`src/sv/pse_pkg.sv`:
```
// Shared types and constants for the postfix stack evaluator.
// Holds operation and status codes and the controller/datapath command
// and status structs; depends on nothing.
package pse_pkg;

  localparam int STACK_DEPTH_DEF = 16;
  localparam int DATA_W          = 32;
  localparam int DEPTH_W         = 5;
  localparam int OP_W            = 3;
  localparam int STAT_W          = 2;
  localparam int CNT_W           = 5;   // counts the 32 division steps

  localparam logic [OP_W-1:0] OP_PUSH = 3'd0;
  localparam logic [OP_W-1:0] OP_ADD  = 3'd1;
  localparam logic [OP_W-1:0] OP_SUB  = 3'd2;
  localparam logic [OP_W-1:0] OP_MUL  = 3'd3;
  localparam logic [OP_W-1:0] OP_DIV  = 3'd4;
  localparam logic [OP_W-1:0] OP_POW  = 3'd5;
  localparam logic [OP_W-1:0] OP_DUMP = 3'd6;

  localparam logic [STAT_W-1:0] ST_OK      = 2'd0;
  localparam logic [STAT_W-1:0] ST_UNDER   = 2'd1;
  localparam logic [STAT_W-1:0] ST_OVER    = 2'd2;
  localparam logic [STAT_W-1:0] ST_DIVZERO = 2'd3;

  // Source of an emitted result value
  localparam logic [1:0] SEL_TOP  = 2'd0;   // top entry, zero when empty
  localparam logic [1:0] SEL_OPND = 2'd1;   // pushed operand
  localparam logic [1:0] SEL_ACC  = 2'd2;   // arithmetic result

  typedef struct packed {
    logic              load;        // latch operand, read the two top entries
    logic              push;        // write operand at top, grow by one
    logic              alu;         // add, sub or mul into accumulator
    logic [OP_W-1:0]   op;
    logic              div_init;
    logic              div_step;
    logic              div_fix;
    logic              pow_init;
    logic              pow_step;
    logic              commit;      // write accumulator, shrink by one
    logic              idx_clr;
    logic              dump_rd;     // read entry at dump index
    logic              idx_inc;
    logic              emit;
    logic [1:0]        emit_sel;
    logic [STAT_W-1:0] emit_status;
    logic              emit_last;
  } cmd_t;

  typedef struct packed {
    logic sp_zero;
    logic sp_lt2;
    logic full;
    logic b_zero;
    logic exp_zero;
    logic cnt_last;
    logic idx_last;
  } stat_t;

endpackage

```
`src/sv/pse_ctrl.sv`:
```
// Controller state machine for the postfix stack evaluator.
// Decodes each accepted item and sequences the datapath; uses pse_pkg.
module pse_ctrl (
  input  logic                       clk,
  input  logic                       rst,
  input  logic                       start,
  input  logic [pse_pkg::OP_W-1:0]   operation,
  input  pse_pkg::stat_t             stat,
  output pse_pkg::cmd_t              cmd,
  output logic                       busy
);

  localparam logic [2:0] S_IDLE     = 3'd0;
  localparam logic [2:0] S_DECODE   = 3'd1;
  localparam logic [2:0] S_DIV      = 3'd2;
  localparam logic [2:0] S_DIV_FIX  = 3'd3;
  localparam logic [2:0] S_POW      = 3'd4;
  localparam logic [2:0] S_COMMIT   = 3'd5;
  localparam logic [2:0] S_DUMP_RD  = 3'd6;
  localparam logic [2:0] S_DUMP_OUT = 3'd7;

  logic [2:0]                 state;
  logic [2:0]                 state_next;
  logic [pse_pkg::OP_W-1:0]   op_q;

  assign busy = (state != S_IDLE);

  always_ff @(posedge clk) begin
    if (rst) begin
      state <= S_IDLE;
    end else begin
      state <= state_next;
    end
  end

  always_ff @(posedge clk) begin
    if (state == S_IDLE && start) begin
      op_q <= operation;
    end
  end

  always_comb begin
    cmd         = '0;
    cmd.op      = op_q;
    cmd.emit_status = pse_pkg::ST_OK;
    cmd.emit_sel    = pse_pkg::SEL_TOP;
    cmd.emit_last   = 1'b1;
    state_next  = state;
    case (state)
      S_IDLE: begin
        if (start) begin
          cmd.load   = 1'b1;
          state_next = S_DECODE;
        end
      end
      S_DECODE: begin
        state_next = S_IDLE;
        if (op_q == pse_pkg::OP_PUSH) begin
          cmd.emit = 1'b1;
          if (stat.full) begin
            cmd.emit_status = pse_pkg::ST_OVER;
          end else begin
            cmd.push     = 1'b1;
            cmd.emit_sel = pse_pkg::SEL_OPND;
          end
        end else if (op_q == pse_pkg::OP_DUMP) begin
          if (stat.sp_zero) begin
            cmd.emit = 1'b1;
          end else begin
            cmd.idx_clr = 1'b1;
            state_next  = S_DUMP_RD;
          end
        end else if (op_q > pse_pkg::OP_DUMP) begin
          cmd.emit = 1'b1;
        end else if (stat.sp_lt2) begin
          cmd.emit        = 1'b1;
          cmd.emit_status = pse_pkg::ST_UNDER;
        end else if (op_q == pse_pkg::OP_DIV) begin
          if (stat.b_zero) begin
            cmd.emit        = 1'b1;
            cmd.emit_status = pse_pkg::ST_DIVZERO;
          end else begin
            cmd.div_init = 1'b1;
            state_next   = S_DIV;
          end
        end else if (op_q == pse_pkg::OP_POW) begin
          cmd.pow_init = 1'b1;
          state_next   = S_POW;
        end else begin
          cmd.alu    = 1'b1;
          state_next = S_COMMIT;
        end
      end
      S_DIV: begin
        cmd.div_step = 1'b1;
        if (stat.cnt_last) begin
          state_next = S_DIV_FIX;
        end
      end
      S_DIV_FIX: begin
        cmd.div_fix = 1'b1;
        state_next  = S_COMMIT;
      end
      S_POW: begin
        if (stat.exp_zero) begin
          state_next = S_COMMIT;
        end else begin
          cmd.pow_step = 1'b1;
        end
      end
      S_COMMIT: begin
        cmd.commit   = 1'b1;
        cmd.emit     = 1'b1;
        cmd.emit_sel = pse_pkg::SEL_ACC;
        state_next   = S_IDLE;
      end
      S_DUMP_RD: begin
        cmd.dump_rd = 1'b1;
        state_next  = S_DUMP_OUT;
      end
      S_DUMP_OUT: begin
        cmd.emit      = 1'b1;
        cmd.emit_last = stat.idx_last;
        cmd.idx_inc   = 1'b1;
        state_next    = stat.idx_last ? S_IDLE : S_DUMP_RD;
      end
      default: begin
        state_next = S_IDLE;
      end
    endcase
  end

  // Only the decode, commit and dump output states may emit a result
  a_emit_state: assert property (@(posedge clk) disable iff (rst)
    cmd.emit |-> (state == S_DECODE || state == S_COMMIT || state == S_DUMP_OUT))
    else $error("result emitted from a working state");

  // An item is latched only while idle, and latching always moves to decode
  a_load_idle: assert property (@(posedge clk) disable iff (rst)
    cmd.load |=> (state == S_DECODE))
    else $error("load did not advance to decode");

  // Division always runs through its sign fix before commit
  a_div_fix: assert property (@(posedge clk) disable iff (rst)
    (state == S_DIV && stat.cnt_last) |=> (state == S_DIV_FIX))
    else $error("division skipped sign fix");

endmodule

```
`config.mk`:
```
export PLATFORM = sky130hd
export DESIGN_NAME = pse_ctrl
export DESIGN_NICKNAME = d
export VERILOG_FILES = /design/src/sv/pse_pkg.sv /design/src/sv/pse_ctrl.sv
export SDC_FILE = /design/constraint.sdc
export NUM_CORES = 1
export LEC_CHECK = 0
export CORE_AREA = 2 2 39 41
export CTS_BUF_LIST = sky130_fd_sc_hd__clkbuf_8
export CTS_CLUSTER_SIZE = 24
export DETAILED_ROUTE_END_ITERATION = 7
export DIE_AREA = 0 0 41 43
export DONT_BUFFER_PORTS = 1
export GPL_TIMING_DRIVEN = 0
export PLACE_DENSITY_LB_ADDON = 0.25
export SLEW_MARGIN = 20
export SYNTH_ARGS = -nofsm -noshare
export SYNTH_HDL_FRONTEND = slang
export SYNTH_SLANG_ARGS = --single-unit
```
`constraint.sdc`:
```
create_clock -name clk -period 4.1 [get_ports clk]
set_input_delay 1.23 -clock clk [delete_from_list [all_inputs] [get_ports clk]]
set_output_delay 1.23 -clock clk [all_outputs]
set_load 0.05 [all_outputs]
```
; ---- Word-level counts from Yosys, hierarchy flattened
; Index checks and enable logic that the tools add are counted.
; W data, S select, Z words.
[word_totals]
reg_bits = 6
input_bits = 13
output_inout_bits = 22
wordCells = 91
[op_classes]
order_cmp = 1
n_eq_ne = 13
n_mux = 69
n_reduce_logical = 6
[op_table]
columns = operator, n
row1 = $mux W1, 45
row2 = $mux W3, 10
row3 = $pmux W3 S8, 1
row4 = $mux W2, 11
row5 = $eq A3 B3 Y1 const B, 7
row6 = $eq A3 B2 Y1 const B, 2
row7 = $logic_not A3 Y1, 2
row8 = $ne A2 B2 Y1 const B, 3
row9 = $pmux W2 S2, 1
row10 = $eq A3 B1 Y1 const B, 1
row11 = $gt A3 B3 Y1 const B, 1
row12 = $reduce_and A3 Y1, 1
row13 = $reduce_bool A3 Y1, 1
row14 = $pmux W1 S2, 1
row15 = $reduce_or A2 Y1, 1
row16 = $logic_and A1 B1 Y1, 1

; ---- Depth between registers and ports, before layout
[logic_depth]
word_depth = 8
mapped_depth = 5
ltp_nobuf = 4

; ---- Worst setup path before layout
; No wires, ideal clock.
[synth_timing]
path_kind = input -> output
from = input port stat[3] (netlist bit)
to = output port cmd[5] (netlist bit)
arrival_ns = 2.726
required_time_ns = 2.870
slack_ns = 0.144
stages = 4
n_path_buf = 0
cell_sequence = inv_1 a21oi_1 o41ai_1 a311oi_1
[synth_lines]
columns = item, line
row1 = from (decl), pse_ctrl.sv:8  ; input pse_pkg::stat_t stat,
row2 = to (decl), pse_ctrl.sv:9  ; output pse_pkg::cmd_t cmd,

==> metrics.md <==
| Metric | Value |
|---|---|
| Vias in the first global route | `453` |
| Initial Util | `37.5%` |
| CTS Sinks | `6` |
| Final hold vios | `0` |
| Clock Path Buffers | `2` |
| WP data required | `2.87 ns` |
| DPL Wire Length | `1050 µm` |
| Max-cap violations | `0` |
| P&R area growth vs syn | `21.4%` |
| Residual DRC | `0` |
| Global placement routability congestion | `0.692` |
| Min Clock Period, post-route | `3.67 ns` |
| Skew final | `0.00452 ns` |
| Hold endpoint | `state[0]` |
| Worst r2r src | `op_q[2]` |
| Max IR drop VDD | `0.204 mV` |
| DR iter-0 viols | `11` |
| Global-route wire length before repair | `1900 µm` |
| Worst-Margin Slew | `1.18 ns` |
| R2R depth | `4` |
| Synth area leader | `edfxtp_1` |
| R2R setup slack | `1.80 ns` |
| Relative slew slack | `20.9%` |
| Crit Reg-Reg Endpoint | `state[1]` |
| Core Footprint | `1380 µm²` |
| Met3 Track Usage GR | `3.14%` |
| Period Utilization, post-route | `89.5%` |
| Post-synthesis xor/xnor area fraction | `0%` |
| DR pass1 iterations | `4` |
| Unrepaired setup endpoints after global routing | `no` |
| Total congestion overflow | `0` |
| H-tree levels | `1` |
| Arrival time worst endpoint | `2.44 ns` |
| Die X | `41 µm` |
| Mapped Area | `519 µm²` |
| Hold path depth | `3` |
| CTS Buf Count | `3` |
| Avg Synthesized Cell Area | `7.64 µm²` |
| # rows | `14` |
| Final layout net count | `88` |
| Simple-gate share of the synthesized area | `34.0%` |
| Setup TNS | `0 ns` |
| Pins Over Slew Limit | `0` |
| Top post-synthesis cells by area | `edfxtp_1 17%, dfxtp_1 12%, nor2_1 5.1%` |
| Main combinational cell family by area after synthesis | `simple AND/OR/NAND/NOR gates` |
| Post-synthesis mux area share | `0%` |
| I/O Buffers | `0` |
| Fraction of layout cells with a size suffix above 1 | `24.3%` |
| Most frequent cells in the layout | `6 x inv_1, 6 x nor2_1, 5 x a21oi_1` |
| CP endpoint kind | `primary output` |
| Core Util, Final | `45.6%` |
| GRT met2 Usage | `26.3%` |
| Final setup fails | `0` |
| Post-CTS Resized | `0` |
| Pwr Density | `377 nW/µm²` |
| Status | `complete, no violations` |
| Via count | `519` |
| Postcts setup bufs | `0` |
| CTS tree | `yes` |
| Clock Tree Root | `clkbuf_8` |
| # diodes | `0` |
| Static Leak | `0.227 nW` |
| Crit path kind | `flip-flop to primary output` |
| Final Routed Wirelength | `1350 µm` |
| Critical path startpoint category | `flip-flop` |
| Syn nets | `81` |
| F_max | `273 MHz` |
| Die H | `43 µm` |
| Yosys cell types | `32` |
| Adder-cell share of the synthesized area | `0%` |
| Clock-pin slew on the worst setup and hold paths | `0.04 ns` |
| Sequential cell area fraction in the yosys report | `28.9%` |
| IO Count | `35` |
| Cells after synthesis | `68` |
| Hold_buf cts | `0` |
| Overall die area | `1760 µm²` |
| Clk_lat worst skew | `0.22 ns` |
| Critical Path Fanout Max | `10` |
| Synth Area in Compound Gates | `25.5%` |
| Initial antenna violation count | `0` |
| GRT Max-Usage Layer | `met2` |
| WL per Instance | `15.0 µm` |
| Pin count of the biggest net entering global routing | `11` |
| Synth Register Bits | `6` |
| Routed vias/inst | `5.77` |
| Yosys top cell area share | `17.3%` |
| HP Start | `state[0]` |
| Total GRT Usage | `15.8%` |
| Worst min path class | `flip-flop to flip-flop` |
| Final ANT Viol Nets | `0` |
| Synthesis Warnings | `0` |
| GR met1 Demand/Resource | `17.7%` |
==> cell type report <==
cell class                      count  area (µm²)
Tap cell                           16        20.0
Timing Repair Buffer                2        11.3
Multi-Input combinational cell     50         344
Clock inverter                      1        3.75
Fill cell                         147         753
Inverter                            6        22.5
Buffer                              6        37.5
Clock buffer                        3        41.3
Sequential cell                     6         150
==> cells by family (layout without fill, tap and decap cells) <==
logic type | count (synthesis) | after routing
AND/OR/NAND/NOR | 31 | 31
buffers and inverters | 12 | 18
AO/OA/AOI/OAI | 19 | 19
flip-flops | 6 | 6
==> worst max-delay path, cell delays in order, from the launching register on <==
cell,delay [ns]
edfxtp_1,0.65
clkbuf_1,0.44
nand2b_1,0.18
o22ai_1,0.17
nor2b_1,0.77
==> worst max-delay path by stage <==
stage | start | endpoint | slack, ns | cells after the start
2_1_floorplan | stat[3] | cmd[5] | 0.14 | 4
3_3_place_gp | stat[3] | cmd[5] | 0.06 | 4
3_5_place_dp | stat[5] | cmd[2] | 0.52 | 3
4_1_cts | op_q[2] | cmd[2] | 0.42 | 4
5_1_grt | op_q[2] | cmd[2] | 0.32 | 4
6_report | op_q[2] | cmd[2] | 0.43 | 4
==> metal layers <==
layer  vias up  share of wire [%]  wire length [µm]
met2        13                 55               746
met5         -                  0                 0
li1        256                  -                 -
met1       250                 40               539
met3         0                4.9                66
met4         0                  0                 0
==> per-stage QoR <==
step	setup WS [ns]	cell area [µm²]	hold WS (ns)	power (mW)	std cells
6_report	0.432	631	0.639	0.237	90
2_1_floorplan	0.144	519	0.594	0.137	68
5_1_grt	0.324	631	0.656	0.249	90
4_1_cts	0.419	628	0.638	0.240	90
3_5_place_dp	0.522	583	0.631	0.148	86
3_3_place_gp	0.0575	539	0.629	0.144	84
==> synthesized netlist by cell type <==
library cell,count
or3_1,1
o211ai_1,1
nand3_1,1
a21oi_1,5
nor3b_4,1
nor3_2,1
nor2_1,7
o21ai_0,3
buf_6,1
buf_4,2
o41ai_1,1
a31oi_1,1
and3_1,2
nor3_1,4
o31a_1,1
and2_1,3
inv_2,1
o31ai_1,1
o22ai_1,1
nor4_1,1
a311o_1,1
dfxtp_1,3
o221ai_1,1
a211oi_1,1
edfxtp_1,3
nand2b_1,4
nand2_1,4
o22ai_2,1
a311oi_1,1
clkbuf_1,3
inv_1,5
nor2b_1,2
==> state kept, by name, summed over array words and instances, names as in the netlist <==
name,cells
op_q,3
state,3
==> power breakdown <==
group          internal [mW]  switching [mW]  total, mW
sequential            0.0686          0.0112     0.0799
clock                 0.0643          0.0252     0.0895
combinational         0.0177          0.0504     0.0681
total                  0.151          0.0868      0.237
(Power assumes the default switching activity.)
