### config.mk
export PLATFORM = sky130hd
export DESIGN_NAME = pse_datapath
export DESIGN_NICKNAME = d
export VERILOG_FILES = /design/src/sv/pse_pkg.sv /design/src/sv/pse_datapath.sv
export SDC_FILE = /design/constraint.sdc
export NUM_CORES = 2
export LEC_CHECK = 0
export BUFFER_PORTS_ARGS = -buffer_cell sky130_fd_sc_hd__buf_4
export CELL_PAD_IN_SITES_DETAIL_PLACEMENT = 1
export CELL_PAD_IN_SITES_GLOBAL_PLACEMENT = 1
export CORE_ASPECT_RATIO = 2
export CORE_UTILIZATION = 53
export CTS_CLUSTER_DIAMETER = 50
export DETAILED_ROUTE_END_ITERATION = 12
export GPL_TIMING_DRIVEN = 0
export PLACE_DENSITY = 0.88
export SYNTH_ARGS = -nofsm -noshare
export SYNTH_HDL_FRONTEND = slang
export SYNTH_SLANG_ARGS = --single-unit
export TNS_END_PERCENT = 30
### constraint.sdc
create_clock -name clk -period 10.5 [get_ports clk]
set_clock_uncertainty 0.05 [all_clocks]
set_input_delay 2.1 -clock clk [delete_from_list [all_inputs] [get_ports clk]]
set_output_delay 2.1 -clock clk [all_outputs]
set_load 0.01 [all_outputs]
### src/sv/pse_pkg.sv
// Shared types and constants for the postfix stack evaluator.
// Holds operation and status codes and the controller/datapath command
// and status structs; depends on nothing.
package pse_pkg;

  localparam int STACK_DEPTH_DEF = 16;
  localparam int DATA_W          = 32;
  localparam int DEPTH_W         = 5;
  localparam int OP_W            = 3;
  localparam int STAT_W          = 2;
  localparam int CNT_W           = 5;   // counts the 32 division steps

  localparam logic [OP_W-1:0] OP_PUSH = 3'd0;
  localparam logic [OP_W-1:0] OP_ADD  = 3'd1;
  localparam logic [OP_W-1:0] OP_SUB  = 3'd2;
  localparam logic [OP_W-1:0] OP_MUL  = 3'd3;
  localparam logic [OP_W-1:0] OP_DIV  = 3'd4;
  localparam logic [OP_W-1:0] OP_POW  = 3'd5;
  localparam logic [OP_W-1:0] OP_DUMP = 3'd6;

  localparam logic [STAT_W-1:0] ST_OK      = 2'd0;
  localparam logic [STAT_W-1:0] ST_UNDER   = 2'd1;
  localparam logic [STAT_W-1:0] ST_OVER    = 2'd2;
  localparam logic [STAT_W-1:0] ST_DIVZERO = 2'd3;

  // Source of an emitted result value
  localparam logic [1:0] SEL_TOP  = 2'd0;   // top entry, zero when empty
  localparam logic [1:0] SEL_OPND = 2'd1;   // pushed operand
  localparam logic [1:0] SEL_ACC  = 2'd2;   // arithmetic result

  typedef struct packed {
    logic              load;        // latch operand, read the two top entries
    logic              push;        // write operand at top, grow by one
    logic              alu;         // add, sub or mul into accumulator
    logic [OP_W-1:0]   op;
    logic              div_init;
    logic              div_step;
    logic              div_fix;
    logic              pow_init;
    logic              pow_step;
    logic              commit;      // write accumulator, shrink by one
    logic              idx_clr;
    logic              dump_rd;     // read entry at dump index
    logic              idx_inc;
    logic              emit;
    logic [1:0]        emit_sel;
    logic [STAT_W-1:0] emit_status;
    logic              emit_last;
  } cmd_t;

  typedef struct packed {
    logic sp_zero;
    logic sp_lt2;
    logic full;
    logic b_zero;
    logic exp_zero;
    logic cnt_last;
    logic idx_last;
  } stat_t;

endpackage

### src/sv/pse_datapath.sv
// Datapath for the postfix stack evaluator: stack memory, stack pointer,
// serial divider, square-and-multiply power unit and result registers.
// Driven by pse_ctrl commands; uses pse_pkg.
module pse_datapath #(
  parameter int STACK_DEPTH = pse_pkg::STACK_DEPTH_DEF
) (
  input  logic                           clk,
  input  logic                           rst,
  input  logic signed [pse_pkg::DATA_W-1:0] operand,
  input  pse_pkg::cmd_t                  cmd,
  output pse_pkg::stat_t                 stat,
  output logic                           strobe,
  output logic signed [pse_pkg::DATA_W-1:0] result_value,
  output logic [pse_pkg::DEPTH_W-1:0]    stack_depth,
  output logic [pse_pkg::STAT_W-1:0]     status,
  output logic                           last
);

  localparam int DW = pse_pkg::DATA_W;
  localparam int AW = (STACK_DEPTH > 1) ? $clog2(STACK_DEPTH) : 1;
  localparam int PW = $clog2(STACK_DEPTH + 1);

  logic [DW-1:0] mem [STACK_DEPTH];
  logic [DW-1:0] rd_top;
  logic [DW-1:0] rd_nxt;
  logic [PW-1:0] sp;
  logic [PW-1:0] sp_next;
  logic [PW-1:0] sp_m1;
  logic [PW-1:0] sp_m2;
  logic [PW-1:0] idx;
  logic [AW-1:0] rd_addr;
  logic [AW-1:0] wr_addr;
  logic [DW-1:0] wr_data;
  logic          wr_en;

  logic [DW-1:0]        opnd;
  logic [DW-1:0]        acc;    // result / quotient / power product
  logic [DW-1:0]        aux;    // remainder / power base
  logic [DW-1:0]        ereg;   // divisor / exponent
  logic                 neg;
  logic [pse_pkg::CNT_W-1:0] cnt;

  logic [2*DW-1:0] prod_ab;
  logic [2*DW-1:0] prod_acc;
  logic [2*DW-1:0] prod_sq;
  logic [DW:0]     trial;
  logic [DW-1:0]   mag_a;
  logic [DW-1:0]   mag_b;
  logic [DW-1:0]   emit_val;

  assign sp_m1 = sp - PW'(1);
  assign sp_m2 = sp - PW'(2);

  // Port A follows the dump index during a dump, otherwise the top entry
  assign rd_addr = cmd.dump_rd ? idx[AW-1:0] : sp_m1[AW-1:0];

  assign wr_en   = cmd.push | cmd.commit;
  assign wr_addr = cmd.push ? sp[AW-1:0] : sp_m2[AW-1:0];
  assign wr_data = cmd.push ? opnd : acc;

  always_ff @(posedge clk) begin
    if (wr_en) begin
      mem[wr_addr] <= wr_data;
    end
    rd_top <= mem[rd_addr];
    rd_nxt <= mem[sp_m2[AW-1:0]];
  end

  always_comb begin
    sp_next = sp;
    if (cmd.push) begin
      sp_next = sp + PW'(1);
    end else if (cmd.commit) begin
      sp_next = sp_m1;
    end
  end

  always_ff @(posedge clk) begin
    if (rst) begin
      sp <= '0;
    end else begin
      sp <= sp_next;
    end
  end

  always_ff @(posedge clk) begin
    if (cmd.idx_clr) begin
      idx <= '0;
    end else if (cmd.idx_inc) begin
      idx <= idx + PW'(1);
    end
  end

  always_ff @(posedge clk) begin
    if (cmd.load) begin
      opnd <= operand;
    end
  end

  // Left operand is the lower entry, right operand the top
  assign prod_ab  = rd_nxt * rd_top;
  assign prod_acc = acc * aux;
  assign prod_sq  = aux * aux;
  assign mag_a    = rd_nxt[DW-1] ? (DW'(0) - rd_nxt) : rd_nxt;
  assign mag_b    = rd_top[DW-1] ? (DW'(0) - rd_top) : rd_top;
  assign trial    = {aux, acc[DW-1]} - {1'b0, ereg};

  always_ff @(posedge clk) begin
    if (cmd.alu) begin
      case (cmd.op)
        pse_pkg::OP_ADD: acc <= rd_nxt + rd_top;
        pse_pkg::OP_SUB: acc <= rd_nxt - rd_top;
        default:         acc <= prod_ab[DW-1:0];
      endcase
    end else if (cmd.div_init) begin
      acc  <= mag_a;
      aux  <= '0;
      ereg <= mag_b;
      neg  <= rd_nxt[DW-1] ^ rd_top[DW-1];
    end else if (cmd.div_step) begin
      // Restoring step: shift one dividend bit into the remainder
      if (!trial[DW]) begin
        aux <= trial[DW-1:0];
        acc <= {acc[DW-2:0], 1'b1};
      end else begin
        aux <= {aux[DW-2:0], acc[DW-1]};
        acc <= {acc[DW-2:0], 1'b0};
      end
    end else if (cmd.div_fix) begin
      acc <= neg ? (DW'(0) - acc) : acc;
    end else if (cmd.pow_init) begin
      acc  <= DW'(1);
      aux  <= rd_nxt;
      // Negative exponent gives one: start with nothing left to do
      ereg <= rd_top[DW-1] ? '0 : rd_top;
    end else if (cmd.pow_step) begin
      if (ereg[0]) begin
        acc <= prod_acc[DW-1:0];
      end
      aux  <= prod_sq[DW-1:0];
      ereg <= {1'b0, ereg[DW-1:1]};
    end
  end

  always_ff @(posedge clk) begin
    if (cmd.div_init) begin
      cnt <= '0;
    end else if (cmd.div_step) begin
      cnt <= cnt + pse_pkg::CNT_W'(1);
    end
  end

  always_comb begin
    case (cmd.emit_sel)
      pse_pkg::SEL_OPND: emit_val = opnd;
      pse_pkg::SEL_ACC:  emit_val = acc;
      default:           emit_val = (sp == '0) ? '0 : rd_top;
    endcase
  end

  always_ff @(posedge clk) begin
    if (rst) begin
      strobe <= 1'b0;
    end else begin
      strobe <= cmd.emit;
    end
  end

  always_ff @(posedge clk) begin
    if (cmd.emit) begin
      result_value <= emit_val;
      stack_depth  <= pse_pkg::DEPTH_W'(sp_next);
      status       <= cmd.emit_status;
      last         <= cmd.emit_last;
    end
  end

  assign stat.sp_zero  = (sp == '0);
  assign stat.sp_lt2   = (sp < PW'(2));
  assign stat.full     = (sp == PW'(STACK_DEPTH));
  assign stat.b_zero   = (rd_top == '0);
  assign stat.exp_zero = (ereg == '0);
  assign stat.cnt_last = (cnt == '1);
  assign stat.idx_last = ((idx + PW'(1)) == sp);

  a_sp_bound: assert property (@(posedge clk) disable iff (rst)
    sp <= PW'(STACK_DEPTH))
    else $error("stack pointer beyond depth");

  a_one_write: assert property (@(posedge clk) disable iff (rst)
    !(cmd.push && cmd.commit))
    else $error("push and commit in the same cycle");

  a_fault_last: assert property (@(posedge clk) disable iff (rst)
    (strobe && status != pse_pkg::ST_OK) |-> last)
    else $error("faulted result not marked last");

  a_push_grow: assert property (@(posedge clk) disable iff (rst)
    cmd.push |=> (sp == $past(sp) + PW'(1)))
    else $error("push did not grow the stack");

endmodule

==> qor.csv, run 1 <==
stage,metric,value,unit
synthesis,syn_area_per_cell,10.6,µm²
placement,gp_congestion,1.09,
die,start_util,0.534,
die,io_pins,103,
synthesis,yosysTopAreaCell,fa_1,
placement,dp_hpwl,336,mm
global_route,grt.overflow.total,57,
synthesis,synthArstFlopShare,0,
clocking,numCtsBuffers,67,
synthesis,synthFlopType,edfxtp_1,
placement,placed_cells,10200,
clocking,root_buffer,clkbuf_16,
synthesis,synthCells,7980,
global_route,grt_max_degree,42,
synthesis,yosys_warnings,0,
synthesis,yosysTopAreaCellShare,0.280,
die,rows,207,
synthesis,ys_seq_area_frac,0.260,
outcome,error,[ERROR GRT-0116] Global routing finished with congestion. Check the congestion regions in the DRC Viewer.,
clocking,ctsLongestPathBuffers,3,
synthesis,netlist_area,84700,µm²
synthesis,synth_edf_count,681,
clocking,cts.sinks,761,
clocking,htreeDepth,3,
synthesis,synth_cell_types,79,
placement,post-place-ws,-0.457,ns
global_route,grt_pass1_wl,676,mm
clocking,post_cts_buffers,0,
synthesis,ys_ff_latch,761,
placement,port_buffers,99,
global_route,grtUsageTotal,0.608,
outcome,status,aborted with a tool error,
outcome,lastStage,global routing,
die,die_width,285,µm
synthesis,synth_area_leaders,"fa_1 (28%), edfxtp_1 (24%), mux4_2 (7.7%)",
die,die_height,567,µm
global_route,grt_pass1_vias,84000,
==> kinds of logic after synthesis <==
logic type,share of synthesized area
muxes,0.0864
xor gates and xnor gates,0.0382
adders and majority gates,0.346
AOI/OAI and AO/OA,0.0674
and+or+nand+nor,0.116
DFF,0.260
buffers and inverters,0.0858
other,0.0000443
==> Yosys cell counts (all sizes together) (22+ instances only) <==
cell type	n
clkbuf	424
a211oi	67
edfxtp	681
nand3	45
o211ai	27
dfxtp	80
ha	449
o21bai	23
inv	1437
nor2	242
and2	552
o21ai	170
xor2	107
buf	66
fa	1185
a21o	54
o21a	36
nand2	922
a221oi	22
mux2	26
a22oi	46
o22ai	54
nor3	69
a21oi	216
xnor2	263
mux4	288
a31oi	23
nor4	31
nor2b	62
mux2i	54
==> repair_timing <==
action | CTS
resized for setup | 6
endpoints found under the setup margin | 5
hold buffers | 0
==> per-stage QoR <==
stage	setup TNS (ns)	utilization	area (µm²)
3_5_place_dp	-1.14	0.559	88700
2_1_floorplan	0	-	84700
4_1_cts	0	0.574	91100
3_3_place_gp	-0.458	0.555	88100
==> layer usage <==
layer | GRT overflow | GRT usage
met1 | 0 | 0.559
met5 | 0 | 0.0614
met2 | 28 | 0.898
met3 | 0 | 0.297
met4 | 29 | 0.716
==> run 2, diff against run 1 <==
==> config.mk (replaced) <==
export PLATFORM = sky130hd
export DESIGN_NAME = pse_datapath
export DESIGN_NICKNAME = d
export VERILOG_FILES = /design/src/sv/pse_pkg.sv /design/src/sv/pse_datapath.sv
export SDC_FILE = /design/constraint.sdc
export NUM_CORES = 2
export LEC_CHECK = 0
export BUFFER_PORTS_ARGS = -buffer_cell sky130_fd_sc_hd__buf_4
export CORE_UTILIZATION = 40
export DETAILED_ROUTE_END_ITERATION = 12
export GPL_TIMING_DRIVEN = 0
export PLACE_DENSITY_LB_ADDON = 0.15
export SYNTH_ARGS = -nofsm -noshare
export SYNTH_HDL_FRONTEND = slang
export SYNTH_SLANG_ARGS = --single-unit
export TNS_END_PERCENT = 30
==> run 2 against run 1 <==
The flow now finishes, with violations (max-capacitance violations, max-slew violations); synthesized cell count stayed put; area after synthesis stayed put.
==> qor.csv, run 2 <==
stage,metric,value,unit
outcome,status,"complete, but fails checks",
outcome,violations,"max-capacitance violations, max-slew violations",
synthesis,synth_edf_count,681,
sta,fin_ws,0.0708,ns
detailed_routing,drtAntennaViolNets,0,
detailed_routing,wl_per_cell,30.6,µm
worst_setup_path,cp.arrival,10.80,ns
clocking,clk_latency,0.71,ns
die,die_height,462,µm
die,rows,168,
synthesis,synth_area_leaders,"fa_1 (28%), edfxtp_1 (24%), mux4_2 (7.7%)",
synthesis,synth_cell_types,79,
finish,top_register,mem,
detailed_routing,met3WireLength,26.0,mm
global_route,grt_pass1_wl,482,mm
synthesis,netlist_area,84700,µm²
detailed_routing,vias,63000,
clocking,cts.clk_slew.worst_paths,0.07,ns
finish,fillers,20000,
min_path,hold_depth,2,
placement,gp_congestion,0.985,
global_route,grt_antenna_before_repair,21,
global_route,grt.overflow.total,0,
synthesis,ys_seq_area_frac,0.260,
finish,drive_gt1_frac,0.0764,
detailed_routing,top_layer_used,met5,
clocking,post_cts_buffers,0,
global_route,grtUsageTotal,0.321,
sta,max_freq,95.9,MHz
synthesis,synth_fa_ha_area_frac,0.346,
min_path,hold_path.class,reg -> reg,
synthesis,yosysTopAreaCellShare,0.280,
synthesis,synth_commonest_cells,"inv_1 (1434), fa_1 (1185), nand2_1 (922), edfxtp_1 (681), and2_1 (552)",
finish,final_common_cell,inv_1,
die,die_area,214000,µm²
finish,syn_to_final_growth,9.17,%
job,drv_cap,1,
clocking,root_buffer,clkbuf_16,
detailed_routing,routed-wl-met2,157,mm
clocking,ctsLongestPathBuffers,3,
sta,slew_viol_final,10,
detailed_routing,dr.first_iter.drc_count,6547,
placement,dp_hpwl,267,mm
synthesis,yosys_warnings,0,
synthesis,ys_ff_latch,761,
die,start_util,0.403,
clocking,cts.sinks,761,
synthesis,yosysTopAreaCell,fa_1,
clocking,postCtsHoldBufs,0,
worst_setup_path,crit_required,10.87,ns
worst_setup_path,worstRegToRegCells,27,
clocking,htreeDepth,3,
synthesis,muxShareOfSynthArea,0.0864,
detailed_routing,routed_wl,339,mm
synthesis,synth_xor_area_frac,0.0382,
detailed_routing,via_per_inst,5.69,
sta,hold_slack,0.452,ns
worst_setup_path,worstSetupStartpointType,flip-flop,
detailed_routing,drc_errors,0,
sta,setup-violations-final,0,
placement,port_buffers,99,
sta,tightest_slew,1.54,ns
sta,min_period_over_period,0.993,
finish,largest_reg_flops,512,
sta,finalHoldViolCount,0,
detailed_routing,met1_length,133,mm
synthesis,syn_area_per_cell,10.6,µm²
global_route,grt_max_degree,42,
finish,final_nets,9879,
sta,maxSlewHeadroom,-0.0238,
sta,grt_setup_unrepaired,no,
synthesis,synth_top_family_by_area,adder cells,
synthesis,synthFlopType,edfxtp_1,
die,die_width,462,µm
finish,final_cell_mix,"inv_1 (1434), fa_1 (1185), nand2_1 (922)",
worst_setup_path,critPathKind,reg -> reg,
synthesis,synthArstFlopShare,0,
clocking,cts_tree,yes,
sta,post-route-min-period,10.43,ns
placement,post-place-ws,-0.152,ns
detailed_routing,drt_first_pass_iters,7,
global_route,grt_pass1_vias,65800,
die,io_pins,103,
worst_setup_path,endpoint_kind,flip-flop,
worst_setup_path,cp_max_fo,10,
synthesis,synth-simple-area-share,0.116,
synthesis,synth.most_common_cell,inv_1,
clocking,numCtsBuffers,83,
synthesis,synthCells,7980,
synthesis,synth_compound_area_frac,0.0674,
die,core_area,210000,µm²
run 2: path summary, 6_finish.rpt:
| kind | to | startpoint | slack (ns) |
|---|---|---|---|
| max reg2reg | acc[31] | rd_top[7] | 0.07 |
| max | acc[31] | rd_top[7] | 0.07 |
| min | cnt[4] | cnt[4] | 0.45 |
| min reg2reg | cnt[4] | cnt[4] | 0.45 |
run 2: area by class of cell:
type	instances	area, µm²	area share
repair buffers	125	1250	0.0135
plain buffers	489	1860	0.0201
flip-flops and latches	761	22100	0.238
clock inverters	44	513	0.00555
inverters	1442	5410	0.0585
clock buffers	111	2300	0.0249
well taps	2805	3510	0.0379
multi-input cells	5288	55600	0.601
diodes	9	22.5	0.000243
run 2: cells by family (layout without fill, tap and decap cells):
kind of cell	Yosys count	after routing
compound gates	872	872
xor+xnor	370	370
fa+ha+maj	1634	1634
buf+inv	1932	2211
flops	761	761
mux	368	368
other cells	1	11
simple gates	2042	2042
run 2: per-stage QoR:
step / instance area (µm²) / setup TNS [ns] / instances / utilization
2_1_floorplan: 84700 / 0 / 7981 / -
3_3_place_gp: 89000 / -0.204 / 10900 / 0.424
3_5_place_dp: 89700 / -0.210 / 10900 / 0.427
4_1_cts: 92500 / 0 / 11100 / 0.440
5_1_grt: 92500 / 0 / 11100 / 0.440
6_report: 92500 / 0 / 11100 / 0.440
run 2: what timing repair did:
| item | 4_1_cts | 5_1_grt |
|---|---|---|
| pin swaps | 0 | 0 |
| gates resized for setup | 1 | 3 |
| cloned | 0 | 0 |
| endpoints found under the hold margin | 0 | 0 |
| setup endpoints to repair | 3 | 2 |
run 2: critical path, stage by stage, from the launching register on:
cell and delay, ns:
dfxtp_1 0.52, clkbuf_1 1.03, buf_1 0.60, nand2_1 0.15
fa_1 0.51, inv_1 0.05, fa_1 0.47, fa_1 0.52
inv_1 0.05, fa_1 0.47, inv_1 0.05, fa_1 0.49
inv_1 0.05, fa_1 0.56, fa_1 0.47, fa_1 0.51
inv_1 0.05, ha_1 0.31, a2111oi_0 0.71, inv_1 0.08
o21ai_0 0.22, a21oi_1 0.15, o21bai_1 0.71, o21bai_1 0.20
o41a_1 0.46, xnor2_1 0.23, mux2i_1 0.35, a21oi_1 0.12
run 2: per-layer routing:
| metal | GRT usage | vias to the layer above |
|---|---|---|
| met5 | 0 | - |
| met4 | 0.180 | 10 |
| met3 | 0.0453 | 759 |
| met2 | 0.518 | 3035 |
| met1 | 0.416 | 32800 |
| li1 | - | 26400 |
Power of run 2 is left out: the tool's default activity adds up to more than one toggle a clock period on the data nets, which glitch-free logic cannot reach.
